[src/hdl/vls_pkg.sv]
// shared types and constants of the vorticity leapfrog stencil
// no dependencies; every other file of the block imports it
package vls_pkg;

    localparam int DATA_W    = 32;
    localparam int COEF_W    = 48;
    localparam int COEF_FRAC = 48;
    localparam int COL_W     = 7;
    localparam int ROW_W     = 12;
    localparam int GCOL_W    = 8;
    localparam int MAX_COLS  = 128;
    localparam int SLOT_W    = 2;
    localparam int ADDR_W    = SLOT_W + COL_W;
    localparam int DIFF_W    = DATA_W + 1;
    localparam int PROD_W    = 2 * DIFF_W;
    localparam int CHUNK_W   = 16;
    localparam int NCHUNK    = 5;
    localparam int JS_W      = CHUNK_W * NCHUNK;
    localparam int CPROD_W   = CHUNK_W + 1 + COEF_W;
    localparam int ACC_W     = 128;
    localparam int NTERMS    = 10;

    typedef struct packed {
        logic                     func;
        logic signed [DATA_W-1:0] stream_value;
        logic signed [DATA_W-1:0] vort_now;
        logic signed [DATA_W-1:0] vort_prev;
    } t_item;

    typedef struct packed {
        logic signed [DATA_W-1:0] new_vort;
        logic [COL_W-1:0]         out_col;
        logic [ROW_W-1:0]         out_row;
        logic                     field_done;
    } t_result;

    typedef struct packed {
        logic [GCOL_W-1:0] cols;
        logic [ROW_W-1:0]  rows;
    } t_cfg;

    typedef struct packed {
        logic signed [COEF_W-1:0] jac;
        logic signed [COEF_W-1:0] beta;
    } t_coef;

    // one queued job: an optional line buffer write and an optional result
    typedef struct packed {
        logic                     wr;
        logic [ADDR_W-1:0]        wr_addr;
        logic signed [DATA_W-1:0] psi;
        logic signed [DATA_W-1:0] vnow;
        logic signed [DATA_W-1:0] vprev;
        logic                     emit;
        logic                     pass;
        logic                     done;
        logic [COL_W-1:0]         x;
        logic [COL_W-1:0]         xm;
        logic [COL_W-1:0]         xp;
        logic [SLOT_W-1:0]        ys;
        logic [ROW_W-1:0]         row;
    } t_cmd;

    typedef enum logic [2:0] {
        S_IDLE,
        S_READ,
        S_WAIT,
        S_MAC,
        S_MUL,
        S_RND,
        S_FIN
    } t_back_state;

endpackage

[src/hdl/vls_queue.sv]
// job queue between front and back end
// depends on vls_pkg
module vls_queue
    import vls_pkg::*;
#(
    parameter int DEPTH = 4
) (
    input  logic i_clk,
    input  logic i_rst_n,
    input  logic i_push,
    input  t_cmd i_data,
    output logic o_full,
    input  logic i_pop,
    output t_cmd o_data,
    output logic o_empty
);

    localparam int PW = (DEPTH > 1) ? $clog2(DEPTH) : 1;
    localparam int CW = $clog2(DEPTH + 1);

    t_cmd          r_mem [DEPTH];
    logic [PW-1:0] r_wp, r_rp;
    logic [CW-1:0] r_cnt;
    logic          do_push, do_pop;

    assign o_full  = (r_cnt == CW'(DEPTH));
    assign o_empty = (r_cnt == '0);
    assign do_push = i_push && !o_full;
    assign do_pop  = i_pop && !o_empty;
    assign o_data  = r_mem[r_rp];

    always_ff @(posedge i_clk) begin
        if (do_push) begin
            r_mem[r_wp] <= i_data;
        end
    end

    always_ff @(posedge i_clk) begin
        if (!i_rst_n) begin
            r_wp  <= '0;
            r_rp  <= '0;
            r_cnt <= '0;
        end else begin
            if (do_push) begin
                r_wp <= (r_wp == PW'(DEPTH - 1)) ? '0 : r_wp + PW'(1);
            end
            if (do_pop) begin
                r_rp <= (r_rp == PW'(DEPTH - 1)) ? '0 : r_rp + PW'(1);
            end
            if (do_push && !do_pop) begin
                r_cnt <= r_cnt + CW'(1);
            end else if (do_pop && !do_push) begin
                r_cnt <= r_cnt - CW'(1);
            end
        end
    end

endmodule

[config.mk]
export PLATFORM = sky130hd
export DESIGN_NAME = vls_queue
export DESIGN_NICKNAME = d
export VERILOG_FILES = /design/src/hdl/vls_pkg.sv /design/src/hdl/vls_queue.sv
export SDC_FILE = /design/constraint.sdc
export NUM_CORES = 1
export LEC_CHECK = 0
export BUFFER_PORTS_ARGS = -buffer_cell sky130_fd_sc_hd__buf_2
export CORE_AREA = 2 2 234 236
export DETAILED_ROUTE_END_ITERATION = 12
export DIE_AREA = 0 0 236 238
export SLEW_MARGIN = 10
export SYNTH_ARGS = -nofsm -noshare
export SYNTH_HDL_FRONTEND = slang
export SYNTH_SLANG_ARGS = --single-unit
export TNS_END_PERCENT = 1
[constraint.sdc]
create_clock -name i_clk -period 5.2 [get_ports i_clk]
set_clock_uncertainty 0.1 [all_clocks]
set_input_delay 0.26 -clock i_clk [delete_from_list [all_inputs] [get_ports i_clk]]
set_output_delay 0.26 -clock i_clk [all_outputs]
set_load 0.01 [all_outputs]
# Word level (Yosys, flattened, before mapping)
# Memories as Yosys holds them, arrays and structs flattened. A register that Yosys moved wholly into a read port is not among the register bits.
# Index checks and enable logic that the tools add are counted.
dict set report op_classes {
  add_sub_neg 4
  n_eq_ne 3
  n_mux 8
  reduce_logical 10
}
# op n
set ops {}
lappend ops {{$mux 2} 4}
lappend ops {{$mux 3} 2}
lappend ops {{$add 2x1->2 const B} 2}
lappend ops {{$eq 2x2->1 const B} 2}
lappend ops {{$logic_and 1x1->1} 4}
lappend ops {{$logic_not 1->1} 4}
lappend ops {{$add 3x1->3 const B} 1}
lappend ops {{$eq 3x3->1 const B} 1}
lappend ops {{$logic_not 3->1} 1}
lappend ops {{$sub 3x1->3 const B} 1}
lappend ops {{$mux 1} 2}
lappend ops {{$reduce_bool 2->1} 1}
dict set report word_totals {
  ff_bits 7
  ram_bits 576
  elab_cells 29
  mem_count 1
}
# name words width rd rd_ports_with_merged_regs wr line
set mem_list {}
lappend mem_list {r_mem 4 144 1 1 1 vls_queue.sv:21} ;# t_cmd r_mem [DEPTH];

# Depth between registers and ports, before layout
dict set report depth {
  word_depth 7
  ltp_mapped 9
  mapped_depth_nobuf 8
}

# Worst setup path after synthesis
# No wires, ideal clock.
dict set report synth_path {
  path_kind {register to register}
  from {register r_cnt[0]}
  to {memory r_mem[1][0] in the netlist's numbering, enable pin}
  setup_ns 0.521
  arrival_time_ns 4.214
  t_required_ns 4.579
  path_slack_ns 0.365
  path_stages_with_launch 5
  path_buffers 1
  synth_period_minus_slack_ns 4.835
  path_cell_list {dfxtp_1 -> nor3b_1 -> nor2b_1 -> clkbuf_1 -> and2_1}
}
dict set report synth_between {
  elab_chain_len 5
}
# item line
set synth_lines {}
lappend synth_lines {{from (decl)} vls_queue.sv:23} ;# logic [CW-1:0] r_cnt;
lappend synth_lines {{from (signal assigned)} vls_queue.sv:51} ;# r_cnt <= r_cnt + CW'(1);
lappend synth_lines {{from (signal assigned)} vls_queue.sv:53} ;# r_cnt <= r_cnt - CW'(1);
lappend synth_lines {{$eq 3x3->1} vls_queue.sv:26} ;# assign o_full = (r_cnt == CW'(DEPTH));
lappend synth_lines {{via o_full} vls_queue.sv:12} ;# output logic o_full,
lappend synth_lines {{$logic_not 1->1} vls_queue.sv:28} ;# assign do_push = i_push && !o_full;
lappend synth_lines {{$logic_and 1x1->1} vls_queue.sv:28}
lappend synth_lines {{via do_push} vls_queue.sv:24} ;# logic do_push, do_pop;
lappend synth_lines {{$mux 1} vls_queue.sv:33} ;# if (do_push) begin
lappend synth_lines {{$mux 1 (not written as such)} vls_queue.sv:34} ;# r_mem[r_wp] <= i_data;
lappend synth_lines {{to (decl)} vls_queue.sv:21}
# The timed path passes the listed nets, and every way through them passes these cells.

==> summary.txt <==
Status
  • Run status: finished, final reports clean

Die
  • Die X-Extent: 236 um
  • DIE AREA: 0.0562 mm2
  • Cell Rows: 85
  • Core ar.: 0.0535 mm2
  • I/O Pins: 294
  • Die height: 238 um
  • Initial Utilization: between 30% and 40%

Critical path
  • Critical path type: reg -> out
  • Critical Path End Type: output pin
  • Crit Path Max Fanout: 38
  • Worst path arrival time: 2.89 ns
  • Startpoint Class: register
  • CP required: 4.84 ns
  • Reg2reg start: r_cnt[0]$_SDFFE_PN0P_

Cells and area
  • Register area: 0.0175 mm2
  • Most common cell after layout, fill and taps aside: edfxtp_1
  • Most frequent cells in the layout: edfxtp_1, buf_2, dlygate4sd3_1
  • Fin nets: 1438
  • Layout area overhead: 26.7%
  • Utilization after layout: roughly half
  • Fin area: roughly 0.027 mm2
  • Multi-input gate area: 0.00353 mm2
  • Fillers: 4262
  • Layout cells sized above 1: 40.4%

Power
  • Switch share: 26.0%
  • Combinational share of power: 21.4%
  • P_leak: around 9 nW
  • P_sw: 3.30 mW
  • P_int: between 9 and 10 mW
  • Total power per unit cell area: ~470 mW/mm2
  • Sequential power share: 46.8%
  • Peak VDD IR: 0.293 mV
  • Clock share of power: around a third

Yosys
  • Yosys synthesis warning count: 0
  • Post-synthesis cell type count: 24
  • Yosys reg bits: 585
  • Seq/Total Area, Yosys: just over 80%
  • Cells after synthesis: 803
  • Syn_nets: 958
  • Area of the mapped netlist: 0.0212 mm2
  • Mean post-synth cell area: 26.4 um2

Clocking
  • Hold Buf Count CTS: 146
  • CTS tree: built
  • Htree depth: 2
  • Clock latency on the worst-skew pair: 0.59 ns
  • CTS max path bufs: 3
  • Clock-pin slew of the registers on the worst-case setup and hold paths: 0.06 ns
  • Cts repair resizes: 0
  • Post-CTS Setup Bufs: 0
  • CTS Root Cell: clkbuf_16
  • Num Clock Sinks: 585
  • Cts bufs inserted: slightly below 60

Placement
  • Hpwl dp: 24600 um
  • Placer Congestion: 0.707
  • DP Area: 0.0235 mm2
  • I/O Buffers: 293

Timing
  • Slew Limit Fails: 0
  • Endpoints failing setup: 0
  • Final Cycle Share: a little over three fifths
  • Final Hold Fails: 0
  • Total negative slack: 0 ns
  • Slew headroom: 46.1%
  • Slew @ Worst Pin: 0.809 ns
  • RSZ-0062 raised after global routing: no
  • Minimum clock period: between 3 and 4 ns
  • Fmax achieved: 0.308 GHz

Global route
  • Largest net degree at the start of global routing: 90
  • Initial antenna violation count: 7
  • Grt ovf: 0
  • First-pass GRT wire length: 65000 um
  • Vias in the first global route: 10753
  • Total GRT Usage: 15.3%

Job
  • Max Cap Viol: 0

Detailed routing
  • DRC: 0
  • DR vias/cell: 4.96
  • Routed via count: 10080
  • First drt pass iteration count: 5
  • Post-route ant nets: 0
  • DR iter-0 viols: approximately 480
  • WL final: 43300 um
  • Drt wl/cell: 21.3 um

Worst hold path
  • Min-delay src: i_push
  • HP Class: in -> reg
## worst max-delay path: stages, from the launching register on
cell and delay, ns:
dfxtp_4 0.88, buf_4 0.63, mux4_2 0.61, buf_2 0.16
## per-stage QoR
stage | cells | power, mW | setup slack, ns | hold slack (ns)
6_report | 2034 | 12.7 | 1.95 | 0.0959
5_1_grt | 2032 | 13.3 | 1.61 | 0.0806
4_1_cts | 2027 | 12.9 | 1.74 | 0.0428
3_5_place_dp | 1772 | 8.76 | 2.39 | 0.374
3_3_place_gp | 1772 | 8.72 | 2.42 | 0.371
2_1_floorplan | 803 | 7.73 | 0.365 | 0.259
## logic make-up after synthesis
logic type	after synthesis	synth area share (%)
DFF	585	82.4
muxes	147	15.4
buffers and inverters	37	1.03
and+or+nand+nor	20	0.484
adders and majority gates	7	0.448
AOI/OAI and AO/OA	5	0.142
xor gates and xnor gates	2	0.0826
## Yosys cell counts
master | number | area (um2)
and2_1 | 5 | 31.3
nand3_1 | 2 | 10.0
a21boi_0 | 1 | 7.51
clkbuf_1 | 7 | 26.3
o31ai_1 | 1 | 7.51
or3_1 | 1 | 6.26
ha_1 | 6 | 75.1
o21ai_0 | 3 | 15.0
nor3_1 | 1 | 5.00
fa_1 | 1 | 20.0
xnor2_1 | 1 | 8.76
nor2b_1 | 2 | 12.5
buf_1 | 3 | 11.3
mux2i_1 | 3 | 30.0
nand2_1 | 6 | 22.5
nor3b_1 | 1 | 7.51
inv_1 | 3 | 11.3
nor2_1 | 2 | 7.51
xor2_1 | 1 | 8.76
mux4_2 | 144 | 3240
edfxtp_1 | 576 | 17300
dfxtp_1 | 9 | 180
buf_6 | 8 | 90.1
buf_2 | 16 | 80.1
## registers in the layout, summed over array words and instances (netlist names), named ones only
name,count
r_mem,576
r_rp,2
r_cnt,3
r_wp,2
## per-layer routing
| layer | GRT usage [%] | wire length (um) | vias up |
|---|---|---|---|
| met1 | 20.8 | 19100 | 5290 |
| met3 | 4.84 | 3040 | 64 |
| met4 | 3.86 | 768 | 2 |
| met2 | 24.1 | 20300 | 277 |
| li1 | - | - | 4447 |
| met5 | 0 | 16 | - |
## power groups by stage
stage / Clock, mW / Combinational (mW) / Sequential (mW)
2_1_floorplan: 0 / 1.75 / 5.98
3_3_place_gp: 0 / 2.69 / 6.03
3_5_place_dp: 0 / 2.70 / 6.06
4_1_cts: 4.18 / 2.80 / 5.96
5_1_grt: 4.36 / 2.94 / 6.00
6_report: 4.05 / 2.73 / 5.95
## path summary, 6_finish.rpt
path / endpoint / slack (ns) / cells past startpoint
worst max-delay path: o_data[132] / 1.95 / 3
worst min-delay path: r_wp[0]$_SDFFE_PN0P_ / 0.1 / 3
worst max register to register: r_mem[1][65]$_DFFE_PP_ / 2.43 / 4
worst min register to register: r_wp[1]$_SDFFE_PN0P_ / 0.40 / 2
## cell type report
cell class              count  area share, %
diodes                      7         0.0652
clock inverters            41           1.15
clock buffers              68           5.78
inverters                   3         0.0419
repair buffers            453           11.6
well taps                 696           3.24
multi-input cells         181           13.1
flip-flops and latches    585           65.0
Power figures use the tool's default switching activity.
