--- src/hdl/vls_pkg.sv ---
// shared types and constants of the vorticity leapfrog stencil
// no dependencies; every other file of the block imports it
package vls_pkg;

    localparam int DATA_W    = 32;
    localparam int COEF_W    = 48;
    localparam int COEF_FRAC = 48;
    localparam int COL_W     = 7;
    localparam int ROW_W     = 12;
    localparam int GCOL_W    = 8;
    localparam int MAX_COLS  = 128;
    localparam int SLOT_W    = 2;
    localparam int ADDR_W    = SLOT_W + COL_W;
    localparam int DIFF_W    = DATA_W + 1;
    localparam int PROD_W    = 2 * DIFF_W;
    localparam int CHUNK_W   = 16;
    localparam int NCHUNK    = 5;
    localparam int JS_W      = CHUNK_W * NCHUNK;
    localparam int CPROD_W   = CHUNK_W + 1 + COEF_W;
    localparam int ACC_W     = 128;
    localparam int NTERMS    = 10;

    typedef struct packed {
        logic                     func;
        logic signed [DATA_W-1:0] stream_value;
        logic signed [DATA_W-1:0] vort_now;
        logic signed [DATA_W-1:0] vort_prev;
    } t_item;

    typedef struct packed {
        logic signed [DATA_W-1:0] new_vort;
        logic [COL_W-1:0]         out_col;
        logic [ROW_W-1:0]         out_row;
        logic                     field_done;
    } t_result;

    typedef struct packed {
        logic [GCOL_W-1:0] cols;
        logic [ROW_W-1:0]  rows;
    } t_cfg;

    typedef struct packed {
        logic signed [COEF_W-1:0] jac;
        logic signed [COEF_W-1:0] beta;
    } t_coef;

    // one queued job: an optional line buffer write and an optional result
    typedef struct packed {
        logic                     wr;
        logic [ADDR_W-1:0]        wr_addr;
        logic signed [DATA_W-1:0] psi;
        logic signed [DATA_W-1:0] vnow;
        logic signed [DATA_W-1:0] vprev;
        logic                     emit;
        logic                     pass;
        logic                     done;
        logic [COL_W-1:0]         x;
        logic [COL_W-1:0]         xm;
        logic [COL_W-1:0]         xp;
        logic [SLOT_W-1:0]        ys;
        logic [ROW_W-1:0]         row;
    } t_cmd;

    typedef enum logic [2:0] {
        S_IDLE,
        S_READ,
        S_WAIT,
        S_MAC,
        S_MUL,
        S_RND,
        S_FIN
    } t_back_state;

endpackage

--- src/hdl/vls_front.sv ---
// front end: raster counters, classifies points and flushes into jobs
// depends on vls_pkg
module vls_front
    import vls_pkg::*;
(
    input  logic  i_clk,
    input  logic  i_rst_n,
    input  t_item i_item,
    input  logic  i_push,
    output logic  o_full,
    input  t_cfg  i_cfg,
    input  logic  i_restart,
    output t_cmd  o_cmd,
    output logic  o_q_push,
    input  logic  i_q_full
);

    logic [COL_W-1:0] r_in_col, r_em_col;
    logic [ROW_W-1:0] r_in_row, r_em_row;

    logic [GCOL_W-1:0] c_eff, c_m1;
    logic [ROW_W-1:0]  r_eff, r_m1;
    logic              acc, is_data, pt_ok, fl_ok;

    always_comb begin
        if (i_cfg.cols < GCOL_W'(3)) begin
            c_eff = GCOL_W'(3);
        end else if (i_cfg.cols > GCOL_W'(MAX_COLS)) begin
            c_eff = GCOL_W'(MAX_COLS);
        end else begin
            c_eff = i_cfg.cols;
        end
        r_eff = (i_cfg.rows < ROW_W'(3)) ? ROW_W'(3) : i_cfg.rows;
    end

    assign c_m1    = c_eff - GCOL_W'(1);
    assign r_m1    = r_eff - ROW_W'(1);
    assign o_full  = i_q_full;
    assign acc     = i_push && !i_q_full;
    assign is_data = !i_item.func;
    assign pt_ok   = (r_in_row < r_eff) && ({1'b0, r_in_col} < c_eff);
    assign fl_ok   = (r_in_row >= r_eff) && (r_em_row < r_eff) && ({1'b0, r_em_col} < c_eff);

    always_comb begin
        o_cmd.wr      = is_data && pt_ok;
        o_cmd.wr_addr = {r_in_row[SLOT_W-1:0], r_in_col};
        o_cmd.psi     = i_item.stream_value;
        o_cmd.vnow    = i_item.vort_now;
        o_cmd.vprev   = i_item.vort_prev;
        o_cmd.emit    = is_data ? (pt_ok && (r_in_row >= ROW_W'(2))) : fl_ok;
        o_cmd.pass    = (r_em_row == '0) || (r_em_row >= r_m1);
        o_cmd.done    = !is_data && (r_em_row == r_m1) && ({1'b0, r_em_col} == c_m1);
        o_cmd.x       = r_em_col;
        o_cmd.xm      = (r_em_col == '0) ? c_m1[COL_W-1:0] : r_em_col - COL_W'(1);
        o_cmd.xp      = ({1'b0, r_em_col} == c_m1) ? '0 : r_em_col + COL_W'(1);
        o_cmd.ys      = r_em_row[SLOT_W-1:0];
        o_cmd.row     = r_em_row;
    end

    assign o_q_push = acc && (o_cmd.wr || o_cmd.emit);

    always_ff @(posedge i_clk) begin
        if (!i_rst_n || i_restart) begin
            r_in_col <= '0;
            r_in_row <= '0;
            r_em_col <= '0;
            r_em_row <= '0;
        end else if (acc) begin
            if (o_cmd.wr) begin
                if ({1'b0, r_in_col} == c_m1) begin
                    r_in_col <= '0;
                    r_in_row <= r_in_row + ROW_W'(1);
                end else begin
                    r_in_col <= r_in_col + COL_W'(1);
                end
            end
            if (o_cmd.emit) begin
                if (o_cmd.done) begin
                    r_in_col <= '0;
                    r_in_row <= '0;
                    r_em_col <= '0;
                    r_em_row <= '0;
                end else if ({1'b0, r_em_col} == c_m1) begin
                    r_em_col <= '0;
                    r_em_row <= r_em_row + ROW_W'(1);
                end else begin
                    r_em_col <= r_em_col + COL_W'(1);
                end
            end
        end
    end

endmodule

--- config.mk ---
export PLATFORM = sky130hd
export DESIGN_NAME = vls_front
export DESIGN_NICKNAME = d
export VERILOG_FILES = /design/src/hdl/vls_pkg.sv /design/src/hdl/vls_front.sv
export SDC_FILE = /design/constraint.sdc
export NUM_CORES = 1
export LEC_CHECK = 0
export ABC_AREA = 1
export BUFFER_PORTS_ARGS = -buffer_cell sky130_fd_sc_hd__buf_2
export CAP_MARGIN = 5
export CORE_ASPECT_RATIO = 0.6
export CORE_UTILIZATION = 40
export DETAILED_ROUTE_END_ITERATION = 8
export PLACE_DENSITY_LB_ADDON = 0.08
export SLEW_MARGIN = 20
export SYNTH_ARGS = -nofsm -noshare
export SYNTH_HDL_FRONTEND = slang
export SYNTH_SLANG_ARGS = --single-unit
--- constraint.sdc ---
create_clock -name i_clk -period 3.9 [get_ports i_clk]
set_input_delay 0.78 -clock i_clk [delete_from_list [all_inputs] [get_ports i_clk]]
set_output_delay 0.78 -clock i_clk [all_outputs]
set_load 0.03 [all_outputs]
### After elaboration in Yosys (flattened, before gate mapping)

Cells that the tools add are included.
Widths: inputs -> output; s select.

* register bits after elaboration: 38
* latch bits: 0
* RAM bits: 0
* ROM bits: 0
* bits of input ports: 122
* output and inout port bits: 146
* logic and storage cells: 61
* memories: 0

* $add $sub $neg: 7
* multiply operators: 0
* divide/modulo/power cells: 0
* $lt $le $gt $ge: 10
* eq/ne operators: 3
* shifts and indexed selects: 0
* muxes and demuxes: 17
* bitwise operators: 0
* reduce and logical (&&, ||, !) cells: 20

Operators with widths (count)
* $mux 12: 7
* $mux 7: 7
* $add 12x1->12 const B: 2
* $ge 12x12->1: 2
* $lt 12x12->1: 2
* $eq 7x8->1: 2
* $lt 7x8->1: 2
* $mux 8: 2
* $add 7x1->7 const B: 2
* $eq 12x12->1: 1
* $ge 12x2->1 const B: 1
* $logic_not 12->1: 1
* $lt 12x2->1 const B: 1
* $sub 12x1->12 const B: 1
* $logic_and 1x1->1: 9
* $gt 8x8->1 const B: 1
* $lt 8x2->1 const B: 1
* $sub 8x1->8 const B: 1
* $logic_not 7->1: 1
* $sub 7x1->7 const B: 1
* $logic_not 1->1: 3
* $logic_or 1x1->1: 3
* $reduce_and 3->1: 1
* $reduce_and 2->1: 1
* 2 further kinds: 2

### Depth between registers and ports, before layout

* depth in word-level cells: 9
* mapped depth: 26
* depth with buffers taken out: 26

### Least setup slack after synthesis

Ideal clock, no wire load.

* path type: input -> output
* from: input i_cfg[8] (netlist bit)
* to: output o_cmd[35] (netlist bit)
* data arrival time: 3.055 ns
* required time: 3.120 ns
* path slack: 0.065 ns
* stages: 21
* path buffers: 0
* cell sequence: nor2_1 inv_1 nor3_1 nand3_1 nor2_1 nor2_1 ha_1 nand2_1 nor2_1 inv_1 nor2_1 inv_1 nor2_1 nand2_1 xor2_1 inv_1 ha_1 nand2_1 nor2_1 nand4_1 nor2_4

RTL lines
* start, declared: RTL line vls_front.sv:11 `input t_cfg i_cfg,`
* end, declared: RTL line vls_front.sv:13 `output t_cmd o_cmd,`

==> flow_summary.yaml <==
status:
  outcome: "finished with violations"
  violations: "setup timing"
worst_setup_path:
  worstPathRequired_ns: 3.12
  endpoint_kind: "output pin"
  reg2reg_slack_ns: 1.21
  r2r-end: "r_in_col[4]"
  cp_max_fo: 2
  r2r_start: "r_in_row[1]"
  reg2reg_depth: 16
  crit_type: "in -> out"
  arrival_ns: 3.22
  critPathLaunchType: "input pin"
layout:
  drive_above_1_share_pct: 29.9
  finalNonFillerCells: 1015
  fin_area_mm2: 0.00593
  ff_latch_area_um2: 761
  fin_nets: 1031
  fillCellCount: 1263
  antenna_cells: 0
  multiInputGateArea_mm2: 0.00334
  area_delta_synth_final_pct: 18.1
die:
  start_util_pct: 41.3
  ioPinCount: 268
  dieWidth_um: 147
  coreArea_mm2: 0.0121
  die_y_um: 88.8
  dieArea_mm2: 0.0130
  rows: 31
sta:
  min_period_ns: 4.00
  rsz0062_at_grt: "true"
  maxSlewViolCount: 0
  slew_headroom_pct: 64.3
  fin_skew_ns: 0.00573
  worst_pin_slew_ns: 0.531
  max_freq_mhz: 250
  finalSetupTns_ns: -0.159
  final-hold-violation-count: 0
  fin_crit_sh_pct: 103
  setup_viol: 2
  setup_slack_ns: -0.104
yosys:
  synth_seq_cells: 38
  synth_ff_type: "dfxtp_1"
  synthDistinctLibCells: 40
  synthArstFlopShare_pct: 0
  yosysSeqAreaShare_pct: 15.2
  synth-edff-count: 0
  synth_area_mm2: 0.00502
  ys_warn_count: 0
  avgSynthCellArea_um2: 6.35
  syn_nets: 972
  synth_cells: 790
route:
  route.detailed.drc: 0
  drtPass1Iterations: 5
  wire_per_inst_um: 16.3
  vias_per_cell: 5.10
  ant_nets: 0
  first_iter_violations: 288
  vias: 5179
  wirelength_um: 16600
min_path:
  hp-start: "r_in_row[7]"
  whs_path_depth: 2
  hold_path_class: "reg -> reg"
  worst_hold_path.endpoint: "r_in_row[7]"
global_route:
  grt_util_all_layers_pct: 25.0
  grt.overflow.total: 0
  grt_pass1_vias: 4628
  antenna_found_initial: 0
  grt_pass1_wl_um: 25000
  grt_max_degree: 23
cts:
  cts-htree-levels: 2
  cts_tree: "yes"
  clk_latency_ns: 0.29
  root_buffer: "clkbuf_16"
  numCtsBuffers: 5
  cts_sinks: 38
  clockBufferDepth: 2
  path_clk_slew_ns: 0.06
  hold_buffers: 0
pwr:
  p_leak_nw: 2.93
  power_density_mw_per_mm2: 187
  worst_ir_drop_vdd_uv: 146
job:
  maxCapViolCount: 0
placement:
  place_worst_setup_slack_ns: -0.318
  place_congestion: 0.890
  hpwl_um: 13200
  place_inst: 988
  place_area_mm2: 0.00531
  io_buffers: 75
==> cells by family (layout without fill, tap and decap cells) <==
group / after synthesis / in the layout / synth area share, %
DFF: 38 / 38 / 15.2
and+or+nand+nor: 394 / 394 / 34.9
AOI/OAI and AO/OA: 76 / 76 / 8.62
xor gates and xnor gates: 17 / 17 / 2.97
buffers and inverters: 205 / 265 / 23.4
adders and majority gates: 60 / 60 / 15.0
==> metrics by stage <==
step / hold slack (ns) / utilization [%] / total power [mW]
finish: 0.533 / 48.8 / 1.11
global route: 0.567 / 48.8 / 1.16
CTS: 0.535 / 46.8 / 1.09
detailed placement: 0.525 / 43.7 / 0.649
global placement: 0.511 / 43.7 / 0.646
floorplan: 0.480 / - / 0.723
==> routing by layer <==
| metal | global-route usage [%] | routed length [µm] | part of all wire (%) |
|---|---|---|---|
| met1 | 37.5 | 8430 | 51 |
| met2 | 34.1 | 6460 | 39 |
| met3 | 5.41 | 1260 | 7.6 |
| met4 | 8.71 | 432 | 2.6 |
| met5 | 0 | 0 | 0 |
==> where the power goes <==
part           total (mW)  switching (mW)  leakage [nW]  internal (mW)
Sequential          0.389        0.000450         0.306          0.388
Combinational       0.296           0.177          2.55          0.119
Clock               0.425           0.171        0.0739          0.254
==> worst max-delay path by stage <==
stage | slack [ns] | end | startpoint | cells past startpoint
2_1_floorplan | 0.06 | o_cmd[35] | i_cfg[8] | 21
3_3_place_gp | -0.22 | o_cmd[35] | i_cfg[8] | 23
3_5_place_dp | -0.32 | o_cmd[35] | i_cfg[8] | 23
4_1_cts | -0.03 | o_cmd[35] | i_cfg[8] | 24
5_1_grt | -0.28 | o_cmd[35] | i_cfg[8] | 23
6_report | -0.10 | o_cmd[35] | i_cfg[8] | 20
==> cell usage in the layout, fill, tap and decap left out, types with 2 or more instances in the layout <==
cell       count
ha_4           2
clkbuf_16      5
a31oi_1        2
a21oi_2        4
a21oi_4        3
buf_4         88
nor3_1        10
dfxtp_1       38
nor2_1       112
o21ai_1        3
inv_1         82
a21o_1         2
nor2_4        10
a21oi_1       27
xor2_1        13
buf_6          7
nor2_2        11
ha_1          56
o21ai_0       26
nand3_2        7
nand3_1       60
buf_2         64
clkinv_2       2
ha_2           2
nand2_2       20
o211ai_1       2
nand3_4        2
nand4_1       17
nor4_1         6
nand2_1      133
xnor2_1        3
inv_2         10
==> what timing repair did <==
item,CTS,global route
endpoints found under the setup margin,8,20
setup buffers,12,7
cloned,0,0
gates resized for setup,35,63
pin swaps,19,29
==> cell usage after synthesis (2+ instances only) <==
cell type / instances / share of area [%]
nor2_2: 2 / 0.25
inv_1: 90 / 6.7
xor2_1: 14 / 2.4
nor3_1: 12 / 1.2
nor4_1: 6 / 0.75
o211ai_1: 2 / 0.30
buf_2: 3 / 0.30
a31oi_1: 2 / 0.25
nor2_4: 4 / 0.90
o21ai_1: 2 / 0.20
nand2_2: 9 / 1.1
dfxtp_1: 38 / 15
nand4_1: 17 / 2.1
nand3_1: 64 / 6.4
o21ai_0: 28 / 2.8
ha_1: 60 / 15
inv_2: 3 / 0.22
buf_4: 101 / 15
nand2_1: 145 / 11
nand3_2: 4 / 0.80
a211oi_1: 2 / 0.30
xnor2_1: 3 / 0.52
a21o_1: 2 / 0.30
clkbuf_1: 4 / 0.30
a21oi_1: 32 / 3.2
nor2_1: 127 / 9.5
==> flip-flops by register name (all words and copies together), names as in the netlist <==
register,flops
r_em_row,12
r_em_col,7
r_in_row,12
r_in_col,7
==> cell type report <==
class	count	area share (%)
clock inverters	1	0.0844
well taps	165	3.48
multi-input cells	547	56.4
flip-flops and latches	38	12.8
repair buffers	162	18.6
inverters	95	6.16
clock buffers	7	2.41
==> critical path: stages <==
cell,delay (ns)
buf_8,0.10
nor2_4,0.12
inv_2,0.05
buf_4,0.12
buf_4,0.12
buf_4,0.12
buf_4,0.12
buf_4,0.13
buf_4,0.12
buf_4,0.13
nor2_4,0.12
nand2_2,0.06
xor2_1,0.15
inv_1,0.09
ha_4,0.28
nand2_4,0.06
nor2_4,0.10
nand4_1,0.17
nor2_4,0.16
buf_6,0.14
No activity file was read; power rests on OpenSTA's default activity.
